--- src/rtl/wavhp_pkg.sv ---
`default_nettype none
package wavhp_pkg;

	typedef struct packed {
		logic [7:0]  data_byte;
		logic        file_start;
		logic [31:0] file_length;
	} in_t;

	typedef struct packed {
		logic [4:0]  error_code;
		logic        is_float;
		logic [15:0] channels;
		logic [31:0] rate_hz;
		logic [5:0]  sample_width;
		logic [31:0] frame_count;
		logic [31:0] audio_start;
		logic [31:0] audio_bytes;
	} out_t;

	typedef enum logic [2:0] {
		PH_IDLE,
		PH_HEAD,
		PH_CHDR,
		PH_BODY,
		PH_CONC,
		PH_DIV,
		PH_DONE
	} phase_t;

	typedef struct packed {
		phase_t ph;
		logic   byte_en;
	} cmd_t;

	typedef struct packed {
		logic   fail;
		logic   conclude;
		phase_t next_ph;
		logic   chk_fail;
		logic   div_done;
	} status_t;

	localparam logic [4:0] ERR_OK        = 5'd0;
	localparam logic [4:0] ERR_NO_RIFF   = 5'd1;
	localparam logic [4:0] ERR_SIZE      = 5'd2;
	localparam logic [4:0] ERR_NOT_WAVE  = 5'd3;
	localparam logic [4:0] ERR_CHDR      = 5'd4;
	localparam logic [4:0] ERR_CHUNK     = 5'd5;
	localparam logic [4:0] ERR_FMT_SMALL = 5'd6;
	localparam logic [4:0] ERR_EXT_SMALL = 5'd7;
	localparam logic [4:0] ERR_EXT_SIZE  = 5'd8;
	localparam logic [4:0] ERR_SUBFMT    = 5'd9;
	localparam logic [4:0] ERR_NO_DATA   = 5'd10;
	localparam logic [4:0] ERR_FORMAT    = 5'd11;
	localparam logic [4:0] ERR_VALID     = 5'd12;
	localparam logic [4:0] ERR_FLOAT     = 5'd13;
	localparam logic [4:0] ERR_ALIGN     = 5'd14;
	localparam logic [4:0] ERR_BITS      = 5'd15;
	localparam logic [4:0] ERR_FRAME     = 5'd16;

	localparam logic [31:0] TAG_RIFF = 32'h52494646;
	localparam logic [31:0] TAG_WAVE = 32'h57415645;
	localparam logic [31:0] TAG_FMT  = 32'h666D7420;
	localparam logic [31:0] TAG_DATA = 32'h64617461;
	localparam logic [15:0] FMT_EXTENSIBLE = 16'hFFFE;
	localparam logic [15:0] FMT_PCM   = 16'h0001;
	localparam logic [15:0] FMT_FLOAT = 16'h0003;

	// Bytes of the PCM subformat GUID; the float GUID differs only in byte zero.
	function automatic logic [7:0] guid_byte(input logic [3:0] k);
		logic [7:0] g;
		case (k)
			4'd0:    g = 8'h01;
			4'd6:    g = 8'h10;
			4'd8:    g = 8'h80;
			4'd11:   g = 8'hAA;
			4'd13:   g = 8'h38;
			4'd14:   g = 8'h9B;
			4'd15:   g = 8'h71;
			default: g = 8'h00;
		endcase
		return g;
	endfunction

endpackage
`default_nettype wire

--- src/rtl/wav_header_parser_unit.sv ---
// WAV header parser. The input channel carries one file byte per transfer
// with a file_start flag on byte zero and the file length on every byte.
// The output channel carries one result per file: the first error found,
// or the decoded format, channel count, rate, sample width, frame count and
// the offset and size of the audio data.
// Bytes are taken at one per cycle while the header and chunks are walked.
// An error result appears in the cycle after the byte that caused it. When the
// chunk walk ends, the input stalls while the format checks run and, if they
// pass, while the shift-subtract frame division runs and the result register
// is loaded. The input also stalls while a result waits.
// A new file_start byte drops any file in progress without a result.
// Bytes outside a file, or after its result, are taken and ignored.
// Reset returns the block to idle with no file open and no result pending.
// If the receiver stalls, the result is held stable and the input stays
// stalled until the result transfer completes.
`default_nettype none
module wav_header_parser_unit import wavhp_pkg::*; (
	input  wire logic clk,
	input  wire logic arst_n,
	input  wire logic in_valid,
	output logic      in_stall,
	input  wire in_t  in_data,
	output logic      out_valid,
	input  wire logic out_stall,
	output out_t      out_data
);

	// Commands from the controller and status back from the datapath.
	cmd_t    cmd;
	status_t st;

	wavhp_ctrl u_ctrl (
		.clk       (clk),
		.arst_n    (arst_n),
		.in_valid  (in_valid),
		.out_stall (out_stall),
		.st        (st),
		.in_stall  (in_stall),
		.out_valid (out_valid),
		.cmd       (cmd)
	);

	// The datapath holds all per-file fields and the result register.
	wavhp_dp u_dp (
		.clk     (clk),
		.arst_n  (arst_n),
		.in_data (in_data),
		.cmd     (cmd),
		.st      (st),
		.res     (out_data)
	);

endmodule
`default_nettype wire

--- src/rtl/wavhp_div.sv ---
`default_nettype none
module wavhp_div import wavhp_pkg::*; (
	input  wire logic        clk,
	input  wire logic        arst_n,
	input  wire logic        start,
	input  wire logic [31:0] num,
	input  wire logic [17:0] den,
	output logic             done,
	output logic [31:0]      quo,
	output logic             rem_nz
);

	logic        busy_q;
	logic [4:0]  cnt_q;
	logic [17:0] rem_q;
	logic [31:0] quo_q;
	logic [17:0] den_q;
	logic        done_q;
	logic [18:0] sh;
	logic [18:0] diff;

	assign sh   = {rem_q, quo_q[31]};
	assign diff = sh - {1'b0, den_q};

	always_ff @(posedge clk or negedge arst_n) begin
		if (!arst_n) begin
			busy_q <= 1'b0;
			done_q <= 1'b0;
			cnt_q  <= '0;
		end else begin
			done_q <= 1'b0;
			if (start) begin
				busy_q <= 1'b1;
				cnt_q  <= '0;
			end else if (busy_q) begin
				cnt_q <= cnt_q + 5'd1;
				if (cnt_q == 5'd31) begin
					busy_q <= 1'b0;
					done_q <= 1'b1;
				end
			end
		end
	end

	// One quotient bit per cycle, restoring form.
	always_ff @(posedge clk) begin
		if (start) begin
			rem_q <= '0;
			quo_q <= num;
			den_q <= den;
		end else if (busy_q) begin
			if (sh >= {1'b0, den_q}) begin
				rem_q <= diff[17:0];
				quo_q <= {quo_q[30:0], 1'b1};
			end else begin
				rem_q <= sh[17:0];
				quo_q <= {quo_q[30:0], 1'b0};
			end
		end
	end

	assign done   = done_q;
	assign quo    = quo_q;
	assign rem_nz = (rem_q != '0);

endmodule
`default_nettype wire

--- src/rtl/wavhp_dp.sv ---
`default_nettype none
module wavhp_dp import wavhp_pkg::*; (
	input  wire logic clk,
	input  wire logic arst_n,
	input  wire in_t  in_data,
	input  wire cmd_t cmd,
	output status_t   st,
	output out_t      res
);

	logic [32:0] pos_q, riff_end_q, cds_q;
	logic [31:0] len_q, tag_q, rate_q, dstart_q, dlen_q;
	logic [15:0] ft_q, ch_q, ba_q, sb_q, vb_q, ext_q;
	logic [1:0]  gfl_q;
	logic        seen_q;
	logic [2:0]  hdr_q;
	out_t        res_q;

	logic [32:0] pos_n, riff_end_n, cds_n;
	logic [31:0] len_n, tag_n, rate_n, dstart_n, dlen_n;
	logic [15:0] ft_n, ch_n, ba_n, sb_n, vb_n, ext_n;
	logic [1:0]  gfl_n;
	logic        seen_n;
	logic [2:0]  hdr_n;

	logic        fail, concl, sc_req;
	logic [4:0]  code;
	logic [33:0] sc_c;
	phase_t      ph, nph;
	logic [32:0] p, room, padded, i;
	logic [7:0]  b, g, wf;
	logic [3:0]  k;

	logic        chk_fail;
	logic [4:0]  chk_code;
	logic [28:0] prod;
	logic        div_done, rem_nz;
	logic [31:0] quo;

	always_comb begin
		pos_n = pos_q; riff_end_n = riff_end_q; cds_n = cds_q;
		len_n = len_q; tag_n = tag_q; rate_n = rate_q; dstart_n = dstart_q; dlen_n = dlen_q;
		ft_n = ft_q; ch_n = ch_q; ba_n = ba_q; sb_n = sb_q; vb_n = vb_q; ext_n = ext_q;
		gfl_n = gfl_q; seen_n = seen_q; hdr_n = hdr_q;
		fail = 1'b0; concl = 1'b0; sc_req = 1'b0; code = ERR_OK; sc_c = '0;
		b = in_data.data_byte;
		ph = cmd.ph;
		i = '0; k = '0; g = '0; wf = '0;
		if (in_data.file_start) begin
			pos_n = '0; riff_end_n = '0; cds_n = '0;
			len_n = '0; tag_n = '0; rate_n = '0; dstart_n = '0; dlen_n = '0;
			ft_n = '0; ch_n = '0; ba_n = '0; sb_n = '0; vb_n = '0; ext_n = '0;
			gfl_n = 2'b11; seen_n = 1'b0; hdr_n = '0;
			if (in_data.file_length < 32'd12) begin
				fail = 1'b1;
				code = ERR_SIZE;
				ph   = PH_IDLE;
			end else begin
				ph = PH_HEAD;
			end
		end
		nph = ph;
		p = pos_n;
		if (ph == PH_HEAD || ph == PH_CHDR || ph == PH_BODY) begin
			pos_n = p + 33'd1;
		end
		room   = riff_end_n - cds_n;
		padded = {1'b0, len_n} + {32'd0, len_n[0]};
		case (ph)
			PH_HEAD: begin
				if (p < 33'd4 || (p >= 33'd8 && p < 33'd12)) begin
					tag_n = {tag_n[23:0], b};
				end else if (p < 33'd8) begin
					len_n = {b, len_n[31:8]};
				end
				if (p == 33'd3 && tag_n != TAG_RIFF) begin
					fail = 1'b1; code = ERR_NO_RIFF;
				end
				if (p == 33'd7) begin
					riff_end_n = 33'd8 + {1'b0, len_n};
					if (riff_end_n > {1'b0, in_data.file_length}) begin
						fail = 1'b1; code = ERR_SIZE;
					end
				end
				if (p == 33'd11) begin
					if (tag_n != TAG_WAVE) begin
						fail = 1'b1; code = ERR_NOT_WAVE;
					end else begin
						sc_req = 1'b1; sc_c = 34'd12;
					end
				end
			end
			PH_CHDR: begin
				if (hdr_n < 3'd4) begin
					tag_n = {tag_n[23:0], b};
				end else begin
					len_n = {b, len_n[31:8]};
				end
				if (hdr_n == 3'd7) begin
					padded = {1'b0, len_n} + {32'd0, len_n[0]};
					if ({1'b0, len_n} > room) begin
						fail = 1'b1; code = ERR_CHUNK;
					end else if (tag_n == TAG_FMT) begin
						if (len_n < 32'd16) begin
							fail = 1'b1; code = ERR_FMT_SMALL;
						end else begin
							gfl_n = 2'b11;
						end
					end else begin
						if (tag_n == TAG_DATA) begin
							seen_n   = 1'b1;
							dstart_n = cds_n[31:0];
							dlen_n   = len_n;
						end
						if (padded > room) begin
							fail = 1'b1; code = ERR_CHUNK;
						end
					end
					if (!fail) begin
						if (padded == '0) begin
							sc_req = 1'b1; sc_c = {1'b0, cds_n};
						end else begin
							nph = PH_BODY;
						end
					end
				end
				hdr_n = hdr_n + 3'd1;
			end
			PH_BODY: begin
				if (tag_n == TAG_FMT && p >= cds_n) begin
					i = p - cds_n;
					if (i < 33'd16) begin
						case (i[3:0])
							4'd0:    ft_n[7:0]    = b;
							4'd1:    ft_n[15:8]   = b;
							4'd2:    ch_n[7:0]    = b;
							4'd3:    ch_n[15:8]   = b;
							4'd4:    rate_n[7:0]  = b;
							4'd5:    rate_n[15:8] = b;
							4'd6:    rate_n[23:16] = b;
							4'd7:    rate_n[31:24] = b;
							4'd12:   ba_n[7:0]    = b;
							4'd13:   ba_n[15:8]   = b;
							4'd14:   sb_n[7:0]    = b;
							4'd15:   sb_n[15:8]   = b;
							default: ;
						endcase
						if (i == 33'd15) begin
							if (ft_n != FMT_EXTENSIBLE) begin
								vb_n = sb_n;
								if (padded > room) begin
									fail = 1'b1; code = ERR_CHUNK;
								end
							end else if (len_n < 32'd40) begin
								fail = 1'b1; code = ERR_EXT_SMALL;
							end
						end
					end else if (ft_n == FMT_EXTENSIBLE && i < 33'd40) begin
						if (i == 33'd16) begin
							ext_n[7:0] = b;
						end else if (i == 33'd17) begin
							ext_n[15:8] = b;
							if (ext_n < 16'd22 ||
							    (33'd18 + {17'd0, ext_n}) > {1'b0, len_n}) begin
								fail = 1'b1; code = ERR_EXT_SIZE;
							end
						end else if (i == 33'd18) begin
							vb_n[7:0] = b;
						end else if (i == 33'd19) begin
							vb_n[15:8] = b;
						end else if (i >= 33'd24) begin
							k  = i[3:0] - 4'd8;
							g  = guid_byte(k);
							wf = (k == 4'd0) ? FMT_FLOAT[7:0] : g;
							if (b != g) begin
								gfl_n = gfl_n & 2'b10;
							end
							if (b != wf) begin
								gfl_n = gfl_n & 2'b01;
							end
							if (i == 33'd39) begin
								if (gfl_n[0]) begin
									ft_n = FMT_PCM;
								end else if (gfl_n[1]) begin
									ft_n = FMT_FLOAT;
								end else begin
									fail = 1'b1; code = ERR_SUBFMT;
								end
								if (!fail && padded > room) begin
									fail = 1'b1; code = ERR_CHUNK;
								end
							end
						end
					end
				end
				if (!fail && ({1'b0, p} + 34'd1) == ({1'b0, cds_n} + {1'b0, padded})) begin
					sc_req = 1'b1; sc_c = {1'b0, p} + 34'd1;
				end
			end
			default: ;
		endcase
		// Open the next chunk header; verdict past the RIFF end, ERR_CHDR past file end.
		if (sc_req && !fail) begin
			if (({1'b0, sc_c} + 35'd8) > {2'b00, riff_end_n}) begin
				concl = 1'b1;
			end else if (sc_c > {2'b00, in_data.file_length} ||
			             ({2'b00, in_data.file_length} - sc_c) < 34'd8) begin
				fail = 1'b1; code = ERR_CHDR;
			end else begin
				nph   = PH_CHDR;
				hdr_n = '0;
				cds_n = sc_c[32:0] + 33'd8;
			end
		end
		if (fail || concl) begin
			nph = PH_IDLE;
		end
	end

	// Final checks, combinational, on the stored format fields.
	assign prod = {13'd0, ch_q} * {16'd0, sb_q[15:3]};

	always_comb begin
		chk_fail = 1'b1;
		if (!seen_q) begin
			chk_code = ERR_NO_DATA;
		end else if (ft_q != FMT_PCM && ft_q != FMT_FLOAT) begin
			chk_code = ERR_FORMAT;
		end else if (ft_q == FMT_PCM && vb_q != sb_q) begin
			chk_code = ERR_VALID;
		end else if (ft_q == FMT_FLOAT && sb_q != 16'd32) begin
			chk_code = ERR_FLOAT;
		end else if ({13'd0, ba_q} != prod) begin
			chk_code = ERR_ALIGN;
		end else if (sb_q[2:0] != 3'd0 || sb_q > 16'd32) begin
			chk_code = ERR_BITS;
		end else if (prod[17:0] == '0) begin
			chk_code = ERR_FRAME;
		end else begin
			chk_code = ERR_OK;
			chk_fail = 1'b0;
		end
	end

	wavhp_div u_div (
		.clk    (clk),
		.arst_n (arst_n),
		.start  (cmd.ph == PH_CONC && !chk_fail),
		.num    (dlen_q),
		.den    (prod[17:0]),
		.done   (div_done),
		.quo    (quo),
		.rem_nz (rem_nz)
	);

	always_ff @(posedge clk) begin
		if (cmd.byte_en) begin
			pos_q <= pos_n; riff_end_q <= riff_end_n; cds_q <= cds_n;
			len_q <= len_n; tag_q <= tag_n; rate_q <= rate_n;
			dstart_q <= dstart_n; dlen_q <= dlen_n;
			ft_q <= ft_n; ch_q <= ch_n; ba_q <= ba_n; sb_q <= sb_n;
			vb_q <= vb_n; ext_q <= ext_n;
			gfl_q <= gfl_n; seen_q <= seen_n; hdr_q <= hdr_n;
		end
		if (cmd.byte_en && fail) begin
			res_q            <= '0;
			res_q.error_code <= code;
		end else if (cmd.ph == PH_CONC && chk_fail) begin
			res_q            <= '0;
			res_q.error_code <= chk_code;
		end else if (div_done) begin
			res_q <= '0;
			if (rem_nz) begin
				res_q.error_code <= ERR_FRAME;
			end else begin
				res_q.error_code   <= ERR_OK;
				res_q.is_float     <= (ft_q == FMT_FLOAT);
				res_q.channels     <= ch_q;
				res_q.rate_hz      <= rate_q;
				res_q.sample_width <= sb_q[5:0];
				res_q.frame_count  <= quo;
				res_q.audio_start  <= dstart_q;
				res_q.audio_bytes  <= dlen_q;
			end
		end
	end

	assign st.fail     = fail;
	assign st.conclude = concl;
	assign st.next_ph  = nph;
	assign st.chk_fail = chk_fail;
	assign st.div_done = div_done;
	assign res         = res_q;

endmodule
`default_nettype wire

--- src/rtl/wavhp_ctrl.sv ---
`default_nettype none
module wavhp_ctrl import wavhp_pkg::*; (
	input  wire logic    clk,
	input  wire logic    arst_n,
	input  wire logic    in_valid,
	input  wire logic    out_stall,
	input  wire status_t st,
	output logic         in_stall,
	output logic         out_valid,
	output cmd_t         cmd
);

	phase_t state_q, state_d;
	logic   accept;

	always_ff @(posedge clk or negedge arst_n) begin
		if (!arst_n) begin
			state_q <= PH_IDLE;
		end else begin
			state_q <= state_d;
		end
	end

	always_comb begin
		state_d   = state_q;
		in_stall  = 1'b1;
		out_valid = 1'b0;
		accept    = 1'b0;
		case (state_q)
			PH_IDLE, PH_HEAD, PH_CHDR, PH_BODY: begin
				in_stall = 1'b0;
				accept   = in_valid;
				if (in_valid) begin
					if (st.fail) begin
						state_d = PH_DONE;
					end else if (st.conclude) begin
						state_d = PH_CONC;
					end else begin
						state_d = st.next_ph;
					end
				end
			end
			PH_CONC: begin
				state_d = st.chk_fail ? PH_DONE : PH_DIV;
			end
			PH_DIV: begin
				if (st.div_done) begin
					state_d = PH_DONE;
				end
			end
			PH_DONE: begin
				out_valid = 1'b1;
				if (!out_stall) begin
					state_d = PH_IDLE;
				end
			end
			default: state_d = PH_IDLE;
		endcase
	end

	assign cmd.ph      = state_q;
	assign cmd.byte_en = accept;

`ifndef SYNTHESIS
	a_done_stalls: assert property (@(posedge clk) disable iff (!arst_n)
		(state_q == PH_DONE) |-> in_stall)
		else $error("input taken while a result is pending");
	a_fail_result: assert property (@(posedge clk) disable iff (!arst_n)
		(accept && st.fail) |=> (state_q == PH_DONE))
		else $error("error byte did not produce a result");
	a_check_div: assert property (@(posedge clk) disable iff (!arst_n)
		(state_q == PH_CONC && !st.chk_fail) |=> (state_q == PH_DIV))
		else $error("passing checks did not start the division");
	a_div_done: assert property (@(posedge clk) disable iff (!arst_n)
		(state_q == PH_DIV && st.div_done) |=> out_valid)
		else $error("division finished without a result");
`endif

endmodule
`default_nettype wire

--- config.mk ---
export PLATFORM = sky130hd
export DESIGN_NAME = wav_header_parser_unit
export DESIGN_NICKNAME = d
export VERILOG_FILES = /design/src/rtl/wavhp_pkg.sv /design/src/rtl/wav_header_parser_unit.sv /design/src/rtl/wavhp_div.sv /design/src/rtl/wavhp_dp.sv /design/src/rtl/wavhp_ctrl.sv
export SDC_FILE = /design/constraint.sdc
export NUM_CORES = 2
export LEC_CHECK = 0
export BUFFER_PORTS_ARGS = -buffer_cell sky130_fd_sc_hd__buf_2
export CAP_MARGIN = 0
export CORE_MARGIN = 2
export CORE_UTILIZATION = 55
export CTS_BUF_LIST = sky130_fd_sc_hd__clkbuf_2 sky130_fd_sc_hd__clkbuf_4 sky130_fd_sc_hd__clkbuf_8
export CTS_CLUSTER_DIAMETER = 30
export DETAILED_ROUTE_END_ITERATION = 16
export PLACE_DENSITY = 0.74
export SETUP_SLACK_MARGIN = 0.4
export SYNTH_ARGS = -nofsm -noshare
export SYNTH_HDL_FRONTEND = slang
export SYNTH_SLANG_ARGS = --single-unit
--- constraint.sdc ---
create_clock -name clk -period 26.5 [get_ports clk]
set_input_delay 1.325 -clock clk [delete_from_list [all_inputs] [get_ports clk]]
set_output_delay 1.325 -clock clk [all_outputs]
set_load 0.02 [all_outputs]
==> parameters.txt <==
Parameter                              Value

STA
  Crit path setup slack, layout ... 10.36 ns
  Pin slew with the least headroom to its limit ... 1.26 ns
  Endpoints failing hold ... 0
  Number of setup violations in the final report ... 0
  FMAX ... 0.0619 GHz
  Pins over their slew limit ... 0
  Final cycle utilization of the critical path ... 0.609
  Relative slew margins ... 0.160
  Final clock skew ... 0.0640 ns
  Clock period minus worst slack ... 16.14 ns
  RSZ-0062 raised after global routing ... false
  Post-Route Setup TNS ... 0 ns

Yosys
  Flop and latch count out of synthesis ... 587
  Count of unique library cells instantiated by Yosys ... 107
  Cell taking the most area after synthesis ... sky130_fd_sc_hd__edfxtp_1
  Part of the Yosys area used for sequential elements ... 0.291
  Number of nets produced by synthesis ... 7195
  Primary FF master, synth ... sky130_fd_sc_hd__edfxtp_1
  Most instantiated library cell after synthesis ... sky130_fd_sc_hd__nand2_1
  Synth Warn # ... 0
  Leading cell types by total area after synthesis ... sky130_fd_sc_hd__edfxtp_1 22%, sky130_fd_sc_hd__ha_1 9.2%, sky130_fd_sc_hd__dfxtp_1 6.2%
  Synth Cell Area ... 54600 um^2
  Post-synthesis async set-or-reset flop share ... 0.0170
  Mapped Avg Cell Area ... 8.28 um^2
  Top cell type's share of synthesized area ... 0.224
  Post-synthesis instance total ... 6591
  Number of enable flip-flop cells after synthesis ... 408
  List of most frequent post-synthesis cells ... 808 x sky130_fd_sc_hd__nand2_1, 521 x sky130_fd_sc_hd__a21oi_1, 444 x sky130_fd_sc_hd__nor2_1, 436 x sky130_fd_sc_hd__inv_1, 408 x sky130_fd_sc_hd__edfxtp_1

Layout
  Layout Utilization ... 0.608
  Number of nets in the final layout ... 7235
  Layout overhead on the synthesized area ... 9.68%
  Share of cells above drive strength 1 ... 0.104

Detailed routing
  Detail Route Antenna Nets ... 0
  Iter 0 DRT Violations ... 6386
  First-pass iteration count of the detailed router ... 6
  Post-route DRC ... 0
  Average via count per standard cell ... 6.45
  Average wire per standard cell ... 24.6 um
  Post-Route WL ... 198000 um
  Number of vias after detailed routing ... 51900

Placement
  Final weighted congestion in routability-driven placement ... 1.09
  DP Wirelength ... 149000 um
  Total of buffers placed on input and output ports ... 202
  Worst slack after detailed placement ... 10.05 ns

Setup path
  Slowest stage cell on the critical path ... sky130_fd_sc_hd__nor2_4
  Setup crit start ... in_data[32]
  Cell family with most CP delay ... compound AO/OA/AOI/OAI gates
  Critical-path maximum fanout ... 95
  Type of element launching the critical path ... input port
  Launch point of the worst reg-to-reg path ... u_dp.cds_q[1]
  Capturing element type of the critical path ... flip-flop
  Crit path top cell by count ... sky130_fd_sc_hd__a21oi_1
  Startpoint-to-endpoint class of the critical path ... in -> reg
  Arrival time of data at the critical path endpoint ... 16.82 ns
  Maximum single-stage delay on the critical path ... 0.84 ns
  Number of buffers and inverters on the critical path ... 4
  WP data required ... 27.17 ns

Floorplanning
  Std-Cell Rows ... 115
  Floorplan core area ... 98400 um^2
  X dimension of the die ... 319 um
  Die footprint ... 102000 um^2
  Initial Utilization ... 0.555
  Die span in y ... 319 um
  Io pins ... 203

Clocking
  Clock sink count ... 587
  Total clock buffers created by CTS ... 148
  Clock root buffer master ... sky130_fd_sc_hd__clkbuf_8
  Deepest clock path buffer count ... 3
  Number of gates resized after cts ... 0
  Number of buffers added for setup after CTS ... 0
  Hold_buf cts ... 0
  Skew-Pair Late Insertion Delay ... 0.88 ns
  Count of H-tree levels built during CTS ... 4
  Clock slew at the register clock pins of the worst setup and hold paths ... 0.05 ns
  CTS tree ... built

Power
  Power density relative to cell area ... 61.8 nW/um^2
  VDD IR-drop max ... 91.6 uV
  Total power after layout ... 3.70 mW
  Static leakage power ... 25.2 nW

GRT
  Via count of the first global-routing pass ... 48900
  First-pass GRT wire length ... 298000 um
  Antenna violations before repair ... 4
  Pin count of the biggest net entering global routing ... 165
  Gr usage total ... 0.380
  Remaining global-route overflow ... 0

Hold path
  Tightest Hold Check Type ... in -> async

Flow run
  Max-cap violations ... 0

Run status
  Status ... completed
[where the power goes]
group / internal, mW / switching (mW) / total [mW]
clock: 0.820 / 0.516 / 1.34
sequential: 1.05 / 0.0644 / 1.11
combinational: 0.446 / 0.809 / 1.25
[sequential cells by signal (all words and copies together) (netlist names), 2 cells and up]
signal / flops
u_ctrl.state_q: 3
u_dp.u_div.den_q: 18
u_dp.ch_q: 16
u_dp.gfl_q: 2
u_dp.len_q: 32
u_dp.tag_q: 32
u_dp.pos_q: 33
u_dp.dlen_q: 32
u_dp.ext_q: 8
u_dp.res: 156
u_dp.ft_q: 16
u_dp.vb_q: 16
u_dp.dstart_q: 32
u_dp.riff_end_q: 33
u_dp.hdr_q: 3
u_dp.u_div.quo: 32
u_dp.u_div.cnt_q: 5
u_dp.u_div.rem_q: 18
u_dp.cds_q: 33
u_dp.ba_q: 16
u_dp.rate_q: 32
u_dp.sb_q: 16
[worst register-to-register path, delay by kind of cell, from the launching register on]
family / cells / cell delay [ns]
XOR/XNOR: 2 / 0.52
buffers and inverters: 2 / 1.15
adder cells (fa/ha/maj): 3 / 1.05
AO/OA/AOI/OAI: 40 / 9.31
AND/OR/NAND/NOR: 10 / 2.34
flip-flops: 1 / 0.50
[layout make-up]
type | instances | area, um^2
Clock buffer | 186 | 2400
Timing Repair Buffer | 262 | 1480
Tap cell | 1287 | 1610
Sequential cell | 587 | 15900
Antenna cell | 4 | 10.0
Clock inverter | 89 | 1150
Fill cell | 8731 | 38500
Multi-Input combinational cell | 5189 | 35700
Inverter | 443 | 1670
[cell families after synthesis]
family | Yosys count | synth area share
flip-flops | 587 | 0.291
AO/OA/AOI/OAI | 1432 | 0.163
AND/OR/NAND/NOR | 2610 | 0.236
buffers and inverters | 815 | 0.0571
XOR/XNOR | 370 | 0.0609
multiplexers | 218 | 0.0423
adder cells (fa/ha/maj) | 559 | 0.150
[layer usage]
metal  up-vias  global-route usage  share of wire
li1      23600                   -              -
met1     24500               0.495           0.39
met2      3146               0.576           0.43
met3       602              0.0807           0.11
met4         6               0.239          0.071
met5         -                   0        0.00022
[per-stage QoR]
stage | cells | area [um^2] | hold slack (ns)
after floorplan | 6591 | 54600 | 0.472
after global placement | 7768 | 56300 | 0.440
after detailed placement | 7768 | 56300 | 0.444
after CTS | 8043 | 59900 | 0.290
after global routing | 8044 | 59900 | 0.339
final | 8047 | 59900 | 0.347
[layout by cell type, fill, tap and decap left out, types with 21 or more instances in the layout]
cell type,count
sky130_fd_sc_hd__inv_1,435
sky130_fd_sc_hd__nand2_1,808
sky130_fd_sc_hd__nor2b_1,150
sky130_fd_sc_hd__o22ai_1,30
sky130_fd_sc_hd__nor3_1,128
sky130_fd_sc_hd__buf_4,59
sky130_fd_sc_hd__buf_2,201
sky130_fd_sc_hd__and3_1,49
sky130_fd_sc_hd__xor2_1,131
sky130_fd_sc_hd__or3_1,39
sky130_fd_sc_hd__a211oi_1,59
sky130_fd_sc_hd__o21a_1,40
sky130_fd_sc_hd__a21o_1,120
sky130_fd_sc_hd__or2_2,42
sky130_fd_sc_hd__clkbuf_8,161
sky130_fd_sc_hd__or4_1,33
sky130_fd_sc_hd__nand2b_1,70
sky130_fd_sc_hd__edfxtp_1,408
sky130_fd_sc_hd__clkbuf_4,25
sky130_fd_sc_hd__a21oi_1,521
sky130_fd_sc_hd__nor2_1,444
sky130_fd_sc_hd__a31oi_1,36
sky130_fd_sc_hd__nand3b_1,22
sky130_fd_sc_hd__nand3_1,364
sky130_fd_sc_hd__ha_1,401
sky130_fd_sc_hd__o211ai_1,22
sky130_fd_sc_hd__fa_1,158
sky130_fd_sc_hd__o21bai_1,21
sky130_fd_sc_hd__nand4_1,115
sky130_fd_sc_hd__mux2_2,82
sky130_fd_sc_hd__a22oi_1,31
sky130_fd_sc_hd__dfxtp_1,169
sky130_fd_sc_hd__xnor2_1,233
sky130_fd_sc_hd__nor4_1,80
sky130_fd_sc_hd__and2_1,163
sky130_fd_sc_hd__mux2i_1,117
sky130_fd_sc_hd__o21ai_0,322
sky130_fd_sc_hd__bufinv_16,21
[worst paths after layout]
kind / cells past startpoint / to / slack (ns)
max in group asynchronous: 1 / u_dp.u_div.done / 25.89
min in group clk: 2 / u_dp.res[58] / 0.46
hold reg to reg: 2 / u_dp.res[58] / 0.46
setup reg to reg: 57 / u_dp.res[52] / 11.40
setup / recovery: 59 / u_dp.res[52] / 10.36
hold / removal: 1 / u_ctrl.state_q[1] / 0.35
Note: power is estimated with default switching activity, not from simulation.
